===== src/rtl/core/ntsrw_pkg.sv =====
`timescale 1ns / 1ps
// Shared constants, types and the window bound function of the node table
// replay window. Used by ntsrw_cache and node_table_seqno_replay_window.
package ntsrw_pkg;

	localparam int NODE_ENTRIES = 16;
	localparam int CACHE_DEPTH  = 4;
	localparam int SEQ_MAXIMUM  = 65535;

	localparam int ENTRY_W = $clog2(NODE_ENTRIES);
	localparam int SLOT_W  = $clog2(CACHE_DEPTH);
	localparam int SP_W    = $clog2(CACHE_DEPTH + 1);
	localparam int CADDR_W = ENTRY_W + SLOT_W;

	localparam logic [1:0] VERDICT_ACCEPT    = 2'd0;
	localparam logic [1:0] VERDICT_OUTSIDE   = 2'd1;
	localparam logic [1:0] VERDICT_DUPLICATE = 2'd2;

	localparam logic REG_WINDOW_RANGE = 1'b0;
	localparam logic REG_MAX_AGE      = 1'b1;

	typedef struct packed {
		logic               rd_en;
		logic [CADDR_W-1:0] rd_addr;
		logic               wr_en;
		logic [CADDR_W-1:0] wr_addr;
		logic [15:0]        wr_data;
		logic               clr_en;
		logic [ENTRY_W-1:0] clr_entry;
	} cache_ctrl_t;

	// Returns true when seq lies outside the window around lat.
	function automatic logic outside_window(input logic [15:0] lat, input logic [14:0] r,
			input logic [15:0] seq);
		logic signed [17:0] lim;
		logic               roll;
		logic [15:0]        m16;
		logic [15:0]        r16;
		logic [15:0]        hi;
		logic [15:0]        lo;
		logic               res;
		m16  = 16'(SEQ_MAXIMUM);
		r16  = {1'b0, r};
		lim  = $signed(18'(SEQ_MAXIMUM)) - $signed({3'b000, r});
		roll = $signed({2'b00, lat}) > lim;
		if (roll) begin
			hi = r16 - (m16 - lat);
		end else begin
			hi = lat + r16;
		end
		if (lat < r16) begin
			lo = m16 - (r16 - lat);
		end else begin
			lo = lat - r16;
		end
		if (lo < hi) begin
			res = (seq < lo) || (seq > hi);
		end else begin
			res = (seq > hi) && (seq < lo);
		end
		return res;
	endfunction

endpackage


===== src/rtl/core/ntsrw_cache.sv =====
`timescale 1ns / 1ps
// Sequence number cache: a memory of cached numbers with per-slot valid flags.
// Depends on ntsrw_pkg for sizes and the control struct.
module ntsrw_cache (
	input  logic                  clk,
	input  logic                  arst_n,
	input  ntsrw_pkg::cache_ctrl_t ctrl,
	output logic [15:0]           rd_data,
	output logic                  rd_valid
);

	localparam int SLOTS = ntsrw_pkg::NODE_ENTRIES * ntsrw_pkg::CACHE_DEPTH;

	logic [15:0]      mem_q [SLOTS];
	logic [SLOTS-1:0] valid_q;
	logic [15:0]      rd_data_q;
	logic             rd_valid_q;

	always_ff @(posedge clk) begin
		if (ctrl.wr_en) begin
			mem_q[ctrl.wr_addr] <= ctrl.wr_data;
		end
		if (ctrl.rd_en) begin
			rd_data_q <= mem_q[ctrl.rd_addr];
		end
	end

	always_ff @(posedge clk or negedge arst_n) begin
		if (!arst_n) begin
			valid_q    <= '0;
			rd_valid_q <= 1'b0;
		end else begin
			if (ctrl.rd_en) begin
				rd_valid_q <= valid_q[ctrl.rd_addr];
			end
			// A clear and a write never target the same cycle.
			if (ctrl.clr_en) begin
				for (int k = 0; k < ntsrw_pkg::CACHE_DEPTH; k++) begin
					valid_q[{ctrl.clr_entry, ntsrw_pkg::SLOT_W'(k)}] <= 1'b0;
				end
			end else if (ctrl.wr_en) begin
				valid_q[ctrl.wr_addr] <= 1'b1;
			end
		end
	end

	assign rd_data  = rd_data_q;
	assign rd_valid = rd_valid_q;

endmodule


===== src/rtl/core/node_table_seqno_replay_window.sv =====
`timescale 1ns / 1ps
// Node table with sequence number replay window: sequencer, node table and
// config registers. Depends on ntsrw_pkg and ntsrw_cache.
//
// Usage: drive node_ident, seq_number and now_ms and raise start while busy
// is low; the transaction is taken at that edge and busy rises. The block
// scans the node table one entry per cycle with a single compare unit,
// stopping at the first matching entry, then reads the four cache slots of
// the chosen entry one per cycle from the cache memory, decides and updates.
// A transaction goes through the scan, an entry take-over for a new node,
// an age check, the cache reads, a decision and a commit, then the done
// strobe. An expired cache goes from the age check straight to the commit.
// The result (verdict, entry_index) is valid for exactly one cycle while done
// is high; the receiver cannot stall it. busy falls together with done, so a
// new transaction may start in that same cycle.
// Configuration (window_range at 0x0, max_age_ms at 0x4) must be written
// through the APB port while busy is low; the block does not enforce this.
// After reset every entry is empty, all cache slots are invalid,
// window_range is 32 and max_age_ms is 60000.
module node_table_seqno_replay_window (
	input  logic        clk,
	input  logic        arst_n,
	input  logic        psel,
	input  logic        penable,
	input  logic        pwrite,
	input  logic [2:0]  paddr,
	input  logic [31:0] pwdata,
	output logic [31:0] prdata,
	output logic        pready,
	input  logic        start,
	output logic        busy,
	input  logic [63:0] node_ident,
	input  logic [15:0] seq_number,
	input  logic [31:0] now_ms,
	output logic        done,
	output logic [1:0]  verdict,
	output logic [3:0]  entry_index
);

	localparam int EW = ntsrw_pkg::ENTRY_W;
	localparam int SW = ntsrw_pkg::SLOT_W;
	localparam int PW = ntsrw_pkg::SP_W;
	localparam int NE = ntsrw_pkg::NODE_ENTRIES;

	typedef enum logic [2:0] {
		ST_IDLE, ST_SCAN, ST_TAKE, ST_CHECK, ST_READ, ST_DECIDE, ST_COMMIT
	} state_t;

	state_t      state_q;
	logic [14:0] window_range_q;
	logic [31:0] max_age_q;

	logic [63:0] ident_q [NE];
	logic [PW-1:0] sp_q [NE];
	logic [31:0] seen_q [NE];

	logic [63:0] id_q;
	logic [15:0] seq_q;
	logic [31:0] now_q;
	logic [EW-1:0] idx_q;
	logic [EW-1:0] entry_q;
	logic        have_free_q;
	logic [EW-1:0] free_at_q;
	logic [EW-1:0] min_pick_q;
	logic [31:0] best_q;
	logic [SW-1:0] rd_k_q;
	logic [SW-1:0] rd_k_s1;
	logic        rd_pend_s1;
	logic [15:0] lat_q;
	logic        lat_valid_q;
	logic        dup_q;
	logic [1:0]  verdict_q;
	logic        done_q;
	logic [3:0]  index_q;

	logic [EW-1:0] tab_idx;
	logic [63:0]   tab_ident;
	logic [PW-1:0] tab_sp;
	logic [31:0]   tab_seen;
	logic          tab_empty;
	logic [PW-1:0] sp_inc;
	logic [PW-1:0] sp_next;
	logic [EW-1:0] take_idx;
	logic          cfg_wr;

	ntsrw_pkg::cache_ctrl_t cctrl;
	logic [15:0] c_rd_data;
	logic        c_rd_valid;

	ntsrw_cache u_cache (
		.clk     (clk),
		.arst_n  (arst_n),
		.ctrl    (cctrl),
		.rd_data (c_rd_data),
		.rd_valid(c_rd_valid)
	);

	// One table read port, addressed by the scan counter or the chosen entry.
	assign tab_idx   = (state_q == ST_SCAN) ? idx_q : entry_q;
	assign tab_ident = ident_q[tab_idx];
	assign tab_sp    = sp_q[tab_idx];
	assign tab_seen  = seen_q[tab_idx];
	assign tab_empty = tab_sp >= PW'(ntsrw_pkg::CACHE_DEPTH);
	assign sp_inc    = tab_sp + PW'(1);
	assign sp_next   = (sp_inc >= PW'(ntsrw_pkg::CACHE_DEPTH)) ? '0 : sp_inc;
	assign take_idx  = have_free_q ? free_at_q : min_pick_q;

	always_comb begin
		cctrl           = '0;
		cctrl.rd_en     = (state_q == ST_READ);
		cctrl.rd_addr   = {entry_q, rd_k_q};
		cctrl.wr_addr   = {entry_q, SW'(sp_next)};
		cctrl.wr_data   = seq_q;
		cctrl.clr_entry = (state_q == ST_TAKE) ? take_idx : entry_q;
		cctrl.wr_en     = (state_q == ST_COMMIT) && (verdict_q == ntsrw_pkg::VERDICT_ACCEPT);
		cctrl.clr_en    = (state_q == ST_TAKE)
			|| ((state_q == ST_CHECK) && ((now_q - tab_seen) >= max_age_q));
	end

	assign cfg_wr = psel && penable && pwrite && pready;
	assign pready = 1'b1;
	assign prdata = (paddr[2] == ntsrw_pkg::REG_MAX_AGE) ? max_age_q
		: {17'd0, window_range_q};

	always_ff @(posedge clk or negedge arst_n) begin
		if (!arst_n) begin
			window_range_q <= 15'd32;
			max_age_q      <= 32'd60000;
		end else if (cfg_wr) begin
			unique case (paddr[2])
				ntsrw_pkg::REG_WINDOW_RANGE: window_range_q <= pwdata[14:0];
				ntsrw_pkg::REG_MAX_AGE:      max_age_q <= pwdata;
				default: ;
			endcase
		end
	end

	// Identifiers need no reset: they are only compared on used entries.
	always_ff @(posedge clk) begin
		if (state_q == ST_TAKE) begin
			ident_q[take_idx] <= id_q;
		end
		if (start && !busy) begin
			id_q  <= node_ident;
			seq_q <= seq_number;
			now_q <= now_ms;
		end
		if (rd_pend_s1) begin
			if (rd_k_s1 == SW'(tab_sp)) begin
				lat_q <= c_rd_data;
			end
		end
	end

	always_ff @(posedge clk or negedge arst_n) begin
		if (!arst_n) begin
			state_q     <= ST_IDLE;
			for (int i = 0; i < NE; i++) begin
				sp_q[i]   <= PW'(ntsrw_pkg::CACHE_DEPTH);
				seen_q[i] <= '0;
			end
			idx_q       <= '0;
			entry_q     <= '0;
			have_free_q <= 1'b0;
			free_at_q   <= '0;
			min_pick_q  <= '0;
			best_q      <= '0;
			rd_k_q      <= '0;
			rd_k_s1     <= '0;
			rd_pend_s1  <= 1'b0;
			lat_valid_q <= 1'b0;
			dup_q       <= 1'b0;
			verdict_q   <= ntsrw_pkg::VERDICT_ACCEPT;
			done_q      <= 1'b0;
			index_q     <= '0;
		end else begin
			done_q     <= 1'b0;
			rd_pend_s1 <= (state_q == ST_READ);
			rd_k_s1    <= rd_k_q;
			if (rd_pend_s1) begin
				if (rd_k_s1 == SW'(tab_sp)) begin
					lat_valid_q <= c_rd_valid;
				end
				if (c_rd_valid && (c_rd_data == seq_q)) begin
					dup_q <= 1'b1;
				end
			end
			unique case (state_q)
				ST_IDLE: begin
					if (start) begin
						state_q     <= ST_SCAN;
						idx_q       <= '0;
						have_free_q <= 1'b0;
						best_q      <= '1;
						min_pick_q  <= '0;
					end
				end
				ST_SCAN: begin
					if (tab_seen <= best_q) begin
						best_q     <= tab_seen;
						min_pick_q <= idx_q;
					end
					if (tab_empty) begin
						if (!have_free_q) begin
							have_free_q <= 1'b1;
							free_at_q   <= idx_q;
						end
					end else if (tab_ident == id_q) begin
						entry_q <= idx_q;
						state_q <= ST_CHECK;
					end
					if (!(!tab_empty && (tab_ident == id_q))) begin
						if (idx_q == EW'(NE - 1)) begin
							state_q <= ST_TAKE;
						end
						idx_q <= idx_q + EW'(1);
					end
				end
				ST_TAKE: begin
					entry_q          <= take_idx;
					sp_q[take_idx]   <= '0;
					seen_q[take_idx] <= '0;
					state_q          <= ST_CHECK;
				end
				ST_CHECK: begin
					verdict_q   <= ntsrw_pkg::VERDICT_ACCEPT;
					lat_valid_q <= 1'b0;
					dup_q       <= 1'b0;
					rd_k_q      <= '0;
					if ((now_q - tab_seen) >= max_age_q) begin
						state_q <= ST_COMMIT;
					end else begin
						state_q <= ST_READ;
					end
				end
				ST_READ: begin
					rd_k_q <= rd_k_q + SW'(1);
					if (rd_k_q == SW'(ntsrw_pkg::CACHE_DEPTH - 1)) begin
						state_q <= ST_DECIDE;
					end
				end
				ST_DECIDE: begin
					// Waits here until the last registered cache read has returned.
					if (!rd_pend_s1) begin
						if (!lat_valid_q) begin
							verdict_q <= ntsrw_pkg::VERDICT_ACCEPT;
						end else if (ntsrw_pkg::outside_window(lat_q, window_range_q, seq_q)) begin
							verdict_q <= ntsrw_pkg::VERDICT_OUTSIDE;
						end else if (dup_q) begin
							verdict_q <= ntsrw_pkg::VERDICT_DUPLICATE;
						end else begin
							verdict_q <= ntsrw_pkg::VERDICT_ACCEPT;
						end
						state_q <= ST_COMMIT;
					end
				end
				ST_COMMIT: begin
					if (verdict_q == ntsrw_pkg::VERDICT_ACCEPT) begin
						sp_q[entry_q]   <= sp_next;
						seen_q[entry_q] <= now_q;
					end
					index_q <= 4'(entry_q);
					done_q  <= 1'b1;
					state_q <= ST_IDLE;
				end
				default: state_q <= ST_IDLE;
			endcase
		end
	end

	assign busy        = (state_q != ST_IDLE);
	assign done        = done_q;
	assign verdict     = verdict_q;
	assign entry_index = index_q;

	a_done_single: assert property (@(posedge clk) disable iff (!arst_n)
		done |=> !done) else $error("result strobe lasted more than one cycle");

	a_start_busy: assert property (@(posedge clk) disable iff (!arst_n)
		(start && !busy) |=> busy) else $error("accepted transaction did not raise busy");

	a_verdict_code: assert property (@(posedge clk) disable iff (!arst_n)
		done |-> (verdict == ntsrw_pkg::VERDICT_ACCEPT || verdict == ntsrw_pkg::VERDICT_OUTSIDE
			|| verdict == ntsrw_pkg::VERDICT_DUPLICATE))
		else $error("result carries an undefined verdict");

	a_commit_done: assert property (@(posedge clk) disable iff (!arst_n)
		(state_q == ST_COMMIT) |=> (done && !busy))
		else $error("commit did not deliver a result");

endmodule

===== config.mk =====
export PLATFORM = sky130hd
export DESIGN_NAME = node_table_seqno_replay_window
export DESIGN_NICKNAME = d
export VERILOG_FILES = /design/src/rtl/core/ntsrw_pkg.sv /design/src/rtl/core/ntsrw_cache.sv /design/src/rtl/core/node_table_seqno_replay_window.sv
export SDC_FILE = /design/constraint.sdc
export NUM_CORES = 2
export LEC_CHECK = 0
export BUFFER_PORTS_ARGS = -buffer_cell sky130_fd_sc_hd__buf_2
export CORE_MARGIN = 2
export CORE_UTILIZATION = 30
export CTS_CLUSTER_DIAMETER = 40
export DETAILED_ROUTE_END_ITERATION = 16
export SLEW_MARGIN = 20
export SYNTH_ARGS = -nofsm -noshare
export SYNTH_HDL_FRONTEND = slang
export SYNTH_SLANG_ARGS = --single-unit

===== constraint.sdc =====
create_clock -name clk -period 18.35 [get_ports clk]
set_clock_uncertainty 0.1 [all_clocks]
set_input_delay 1.835 -clock clk [delete_from_list [all_inputs] [get_ports clk]]
set_output_delay 1.835 -clock clk [all_outputs]
set_load 0.1 [all_outputs]

Word-level counts from Yosys, hierarchy flattened
Memory sizes are Yosys's and may differ from the RTL's. A register that Yosys moved wholly into a read port is not among the register bits.
Index checks and enable logic that the tools add are counted.
- flip-flop bits (word level): 866
- RAM bits: 2048
- input bits: 153
- output and inout port bits: 41
- logic and storage cells: 266
- memories: 2
- memory list (name ; words ; width ; rd ports ; clocked after Yosys merged registers in ; wr ports ; RTL line ; RTL):
    ident_q ; 16 ; 64 ; 1 ; 0 ; 1 ; node_table_seqno_replay_window.sv:53 ; logic [63:0] ident_q [NE];
    u_cache.mem_q ; 64 ; 16 ; 1 ; 1 ; 1 ; ntsrw_cache.sv:14 ; logic [15:0] mem_q [SLOTS];
- add/sub/neg operators: 11
- magnitude comparators: 25
- eq/ne operators: 20
- mux-type cells: 91
- bitwise operators: 18
- reductions and logical operators: 44
- operators by type and width (kind ; count):
    $pmux W512 S2 ; 1
    $and A512 B512 Y512 ; 1
    $bwmux W512 ; 1
    $mux W512 ; 1
    $not A512 Y512 ; 1
    $and A64 B64 Y64 ; 4
    $demux W32 S4 ; 2
    $mux W32 ; 7
    $bmux W32 S4 ; 1
    $mux W16 ; 8
    $mux W64 ; 2
    $pmux W48 S2 ; 1
    $eq A64 B64 Y1 ; 1
    $not A61 Y64 ; 1
    $not A62 Y64 ; 1
    $not A63 Y64 ; 1
    $not A64 Y64 ; 1
    $or A64 B64 Y64 ; 1
    $pmux W32 S2 ; 1
    $and A48 B48 Y48 ; 1
    $bwmux W48 ; 1
    $mux W48 ; 1
    $not A48 Y48 ; 1
    $lt A6 B7 Y1 const B ; 6
    other kinds (52) ; 162

Depth between registers and ports, before layout
- depth in word-level cells: 16
- depth in mapped cells: 44
- depth with buffers taken out: 34

Cells and area by module
From an unflattened synthesis, not the netlist that was laid out.
- cells, all modules: 8557
- area, all modules: 123830.0 µm²
- by module, submodules not included (module ; times used ; cells each ; area an instance (µm²) ; seq. area each (µm²)):
    node_table_seqno_replay_window ; 1 ; 6570 ; 81358.0 ; 51464.4
    ntsrw_cache ; 1 ; 1987 ; 42472.0 ; 32856.5

Worst setup path after synthesis
OpenSTA, ideal clock, no wires.
- path type: register to register
- start point: reg state_q[1]
- end point: reg state_q[1]
- setup time: 0.127 ns
- arrival: 8.154 ns
- data required time: 18.123 ns
- slack: 9.969 ns
- cell stages (with the launch flop): 45
- path buffers: 12
- period minus slack after synthesis: 8.381 ns
- cell sequence: dfrtp_1 buf_2 or3b_1 buf_2 buf_6 a21oi_2 buf_4 buf_2 buf_2 buf_2 buf_4 buf_2 buf_2 buf_1 nand2_1 a311oi_1 a311oi_1 a31oi_1 (+9 left out) o32ai_1 o41ai_1 o21ba_2 o21bai_1 xor2_1 ha_1 a21o_1 a21o_1 a21o_1 a21oi_1 nor2b_1 o21ai_0 nand3b_1 a211oi_1 nor2_1 clkbuf_1 nor3_1 nor2_1
- cells in the longest elaborated chain, start to end: 11
- elaborated cells on any way between the ends: 31
- those cells by class: add/sub: 1; order compare: 2; eq/ne: 9; mux: 13; bitwise: 1; reduce/logical: 4; memory: 1
- ends and longest elaborated chain (element ; RTL line ; RTL):
    start: declaration ; node_table_seqno_replay_window.sv:49 ; state_t state_q;
    start signal: assignment ; node_table_seqno_replay_window.sv:157 ; state_q <= ST_IDLE;
    start signal: assignment ; node_table_seqno_replay_window.sv:191 ; state_q <= ST_SCAN;
    start signal: assignment ; node_table_seqno_replay_window.sv:210 ; state_q <= ST_CHECK;
    parallel branches: the longest is 11 deep, another holds $sub A32 B32 Y32 ; - ;
Parallel ways; which one is timed is not known. The select of a mux whose other input is x is not followed.
A chain may end at the register's enable or synchronous reset.

Final worst setup path
- start point: reg state_q[1]
- end point: reg u_cache.valid_q[49]
- cells in the longest elaborated chain, start to end: 16
- elaborated cells on any way between the ends: 39
- those cells by class: add/sub: 2; order compare: 6; eq/ne: 4; mux: 15; bitwise: 6; reduce/logical: 6
- ends and longest elaborated chain (element ; RTL line ; RTL):
    $eq A3 B1 Y1 ; node_table_seqno_replay_window.sv:99 ; assign tab_idx = (state_q == ST_SCAN) ? idx_q : entry_q;
    $mux W4 ; node_table_seqno_replay_window.sv:99 ;
    $not A4 Y5 (implied by the code) ; node_table_seqno_replay_window.sv:101, node_table_seqno_replay_window.sv:102 ;
    $bmux W3 S4 ; node_table_seqno_replay_window.sv:101 ; assign tab_sp = sp_q[tab_idx];
    $mux W3 (implied by the code) (2 in a row) ; node_table_seqno_replay_window.sv:101 ;
    $add A3 B1 Y3 ; node_table_seqno_replay_window.sv:104 ; assign sp_inc = tab_sp + PW'(1);
    $ge A3 B3 Y1 ; node_table_seqno_replay_window.sv:105 ; assign sp_next = (sp_inc >= PW'(ntsrw_pkg::CACHE_DEPTH)) ? '0 : sp_inc;
    $mux W3 ; node_table_seqno_replay_window.sv:105 ;
    $lt A6 B7 Y1 (implied by the code) or $ge A6 B1 Y1 (tied branches) ; ntsrw_cache.sv:42 ; valid_q[ctrl.wr_addr] <= 1'b1;
    $logic_and A1 B1 Y1 (implied by the code) ; ntsrw_cache.sv:42 ;
    $mux W1 (implied by the code) ; ntsrw_cache.sv:42 ;
    $demux W1 S6 ; - ;
    $or A64 B64 Y64 (no source line) ; - ;
    $mux W64 ; ntsrw_cache.sv:41 ; end else if (ctrl.wr_en) begin
    $mux W64 ; ntsrw_cache.sv:37 ; if (ctrl.clr_en) begin
    end signal: assignment ; ntsrw_cache.sv:30 ; valid_q <= '0;
    end signal: indexed assignment ; ntsrw_cache.sv:39 ; valid_q[{ctrl.clr_entry, ntsrw_pkg::SLOT_W'(k)}] <= 1'b0;
    end signal: indexed assignment ; ntsrw_cache.sv:42 ;
    end: declaration ; ntsrw_cache.sv:15 ; logic [SLOTS-1:0] valid_q;
Parallel ways exist; a longest one is shown, timed or not. The select of a mux whose other input is x is not followed.

==> flow_metrics.env <==
export IMPL_postCtsHoldBufs=0
export IMPL_dieArea_sq_um=419000
export IMPL_port_buffers=190
export IMPL_p_per_area_nw_per_um2=165
export IMPL_synth_edf_count=2192
export IMPL_grt_pass1_wl_mm=539
export IMPL_htreeDepth=5
export IMPL_cts_tree="built"
export IMPL_critPathKind="flip-flop to flip-flop"
export IMPL_crit_path_start_kind="flip-flop"
export IMPL_first_iter_violations=8650
export IMPL_start_util_pct=30.1
export IMPL_sw_frac_of_total_pct=37.1
export IMPL_wl_per_cell_um=25.7
export IMPL_ir_drop_v=0.000262
export IMPL_vias=77700
export IMPL_grt_busiest_layer="met2"
export IMPL_drt_vias_per_instance=5.38
export IMPL_wl_mm=371
export IMPL_pin_count=194
export IMPL_post_cts_setup_buffer_count=0
export IMPL_crit_slowest_cell="or3b_4"
export IMPL_cp_arrival_ps=11830
export IMPL_area_growth_pct=16.5
export IMPL_ys_seq_area_share_pct=67.9
export IMPL_setup_viol=0
export IMPL_grt_start_max_net_pins=196
export IMPL_final_net_count=8976
export IMPL_clockBufferDepth=4
export IMPL_drive_gt1_share_pct=18.0
export IMPL_syn_inst=8428
export IMPL_min_path_cells=0
export IMPL_cts_sinks=2930
export IMPL_fmax_ghz=0.0902
export IMPL_crit_top_cell="a21o_1"
export IMPL_antenna_found_initial=23
export IMPL_max_slew_worst_pin_slew_ps=1160
export IMPL_end_kind="flip-flop"
export IMPL_clock_power_share_pct=30.9
export IMPL_clock_root_buffer="clkbuf_16"
export IMPL_yosys_cell_types_count=98
export IMPL_p_comb_share_pct=35.9
export IMPL_drc_errors=0
export IMPL_crit_family="compound AO/OA/AOI/OAI gates"
export IMPL_die_y_um=647
export IMPL_cts_clk_slew_worst_paths_ps=60
export IMPL_syn_num_nets=8763
export IMPL_grtUsageMet1_pct=21.9
export IMPL_maxCapViolCount=0
export IMPL_path_depth=37
export IMPL_rsz0062_at_grt="false"
export IMPL_slew_violations=0
export IMPL_max_slew_margin_pct=21.6
export IMPL_ys_warn_count=0
export IMPL_grt_pass1_vias=78800
export IMPL_min_period_over_period_pct=60.4
export IMPL_core_area_sq_um=413000
export IMPL_seq_area_sq_um=84300
export IMPL_dr_pass1_iters=6
export IMPL_ys_async_sr_fraction_pct=25.2
export IMPL_period_minus_slack_ps=11090
export IMPL_multi_input_comb_area_sq_um=37200
export IMPL_path_max_fanout=175
export IMPL_clkLatencyLatePin_ps=940
export IMPL_avgSynthCellArea_sq_um=14.7
export IMPL_rows=236
export IMPL_p_switching_mw=8.86
export IMPL_p_leak_nw=52.4
export IMPL_grt_met3_usage_pct=3.08
export IMPL_finalSetupTns_ps=0
export IMPL_synth_area_sq_um=124000
export IMPL_finalInstanceArea_sq_um=145000
export IMPL_hp_class="flip-flop to flip-flop"
export IMPL_worst_ep_required_time_ps=19090
export IMPL_hold_viol_final=0
export IMPL_status="completed"
export IMPL_synthFlopType="edfxtp_1"
export IMPL_place_area_sq_um=132000
export IMPL_max_stage_delay_ps=770
export IMPL_antenna_left=0
export IMPL_met2_usage_pct=28.4
export IMPL_cp_num_buf_inv=5
export IMPL_post_cts_resize_count=0
export IMPL_die_w_um=647
export IMPL_grt_ovfl_total=0
export IMPL_seqPwrFrac_pct=33.2
export IMPL_fill_cells=38800
export IMPL_internal_power_mw=15.0
export IMPL_cts_buffers=370
export IMPL_synth_seq_cells=2930
export IMPL_reg2regPathDepth=37
export IMPL_globalplace_congestion=0.868
export IMPL_grt_usage_pct=17.2
export IMPL_detailed_place_hpwl_mm=211
-- worst reg2reg max path, delay by kind of cell, from the launching register on --
kind	cells	cell delay [ps]
simple gates	8	1810
fa+ha+maj	2	720
flops	1	690
xor+xnor	1	160
compound gates	21	5040
buf+inv	5	2460
-- routing by layer --
metal / vias up / share of wire, % / wire length [um]
li1: 32900 / - / -
met1: 40300 / 39 / 146000
met2: 3721 / 48 / 178000
met3: 851 / 7.8 / 28900
met4: 14 / 4.9 / 18000
met5: - / 0.025 / 92
-- path summary, 6_finish.rpt --
check                                   start             endpoint  slack [ps]
min in group asynchronous              arst_n           seen_q[18]         900
max                                state_q[1]  u_cache.valid_q[49]        7260
min reg2reg                u_cache.rd_data[6]             lat_q[6]         360
min                        u_cache.rd_data[6]             lat_q[6]         360
max reg2reg                        state_q[1]  u_cache.valid_q[49]        7260
max in group asynchronous              arst_n  u_cache.valid_q[58]       14600
-- power groups by stage --
| stage | Combinational (mW) | Sequential [mW] | Clock (mW) |
|---|---|---|---|
| 2_1_floorplan | 5.74 | 7.91 | 0 |
| 4_1_cts | 8.51 | 7.91 | 7.49 |
| 5_1_grt | 9.13 | 7.95 | 7.75 |
| 3_5_place_dp | 8.47 | 8.04 | 0 |
| 6_report | 8.56 | 7.92 | 7.38 |
| 3_3_place_gp | 8.35 | 8.02 | 0 |
-- cells in the mapped netlist (147+ instances only) --
cell      number  area (sq um)
dfrtp_1      714         17900
a21oi_1      188           941
inv_1        178           668
nand2_1     1115          4190
clkbuf_1     355          1330
edfxtp_1    2192         65800
a22o_1       517          4530
nor2_1       244           916
o21ai_0      147           736
ha_1         177          2210
nand3_1      444          2220
mux2i_1      286          2860
mux4_2       357          8040
-- registers in the layout, summed over array words and instances (netlist names), 4 cells and up --
name,count
best_q,32
entry_index,4
entry_q,4
free_at_q,4
id_q,64
ident_q,1024
idx_q,4
lat_q,16
max_age_q,32
min_pick_q,4
now_q,32
seen_q,512
seq_q,16
sp_q,48
u_cache.mem_q,1024
u_cache.rd_data,16
u_cache.valid_q,64
window_range_q,15
-- final cells by class --
| type | instances | area share, % |
|---|---|---|
| flip-flops and latches | 2930 | 58.3 |
| multi-input cells | 4728 | 25.7 |
| clock buffers | 437 | 6.80 |
| well taps | 5474 | 4.74 |
| repair buffers | 433 | 2.08 |
| clock inverters | 244 | 1.89 |
| inverters | 178 | 0.465 |
| diodes | 15 | 0.0260 |
-- kinds of logic after synthesis --
group | share of synthesized area, %
AO/OA/AOI/OAI | 9.34
flip-flops | 67.9
adder cells (fa/ha/maj) | 1.87
multiplexers | 9.55
AND/OR/NAND/NOR | 7.67
XOR/XNOR | 1.04
buffers and inverters | 2.61
other | 0.00302
-- layout by cell type (no fill, tap or decap), types with 40 or more instances in the layout --
| master | count |
|---|---|
| nand3_1 | 444 |
| o22ai_1 | 45 |
| nor2_1 | 194 |
| mux4_2 | 357 |
| a311oi_1 | 74 |
| xnor2_1 | 111 |
| nor3_1 | 44 |
| o21ai_0 | 147 |
| nand2_1 | 1115 |
| clkinv_2 | 41 |
| a21o_1 | 107 |
| ha_1 | 177 |
| edfxtp_1 | 2192 |
| a21oi_1 | 188 |
| and2_1 | 53 |
| mux2i_1 | 284 |
| buf_4 | 224 |
| buf_2 | 189 |
| a211oi_1 | 64 |
| inv_1 | 177 |
| o211a_1 | 48 |
| clkinvlp_4 | 43 |
| and3_1 | 57 |
| a22o_1 | 517 |
| a31oi_1 | 76 |
| bufinv_16 | 40 |
| clkbuf_1 | 47 |
| inv_6 | 41 |
| mux2_2 | 78 |
| dfrtp_1 | 710 |
| clkbuf_16 | 381 |
-- stage by stage --
stage | instances | setup slack [ps] | util [%] | hold WS [ps] | power, mW
after global placement | 13700 | 7440 | 32.0 | 352 | 16.4
final | 14400 | 7260 | 35.1 | 361 | 23.8
after detailed placement | 13700 | 7630 | 32.0 | 360 | 16.5
after CTS | 14400 | 7510 | 35.0 | 367 | 23.9
after global routing | 14400 | 6790 | 35.1 | 384 | 24.8
after floorplan | 8428 | 9970 | - | 278 | 13.7
Note: power is estimated with default switching activity, not from simulation.
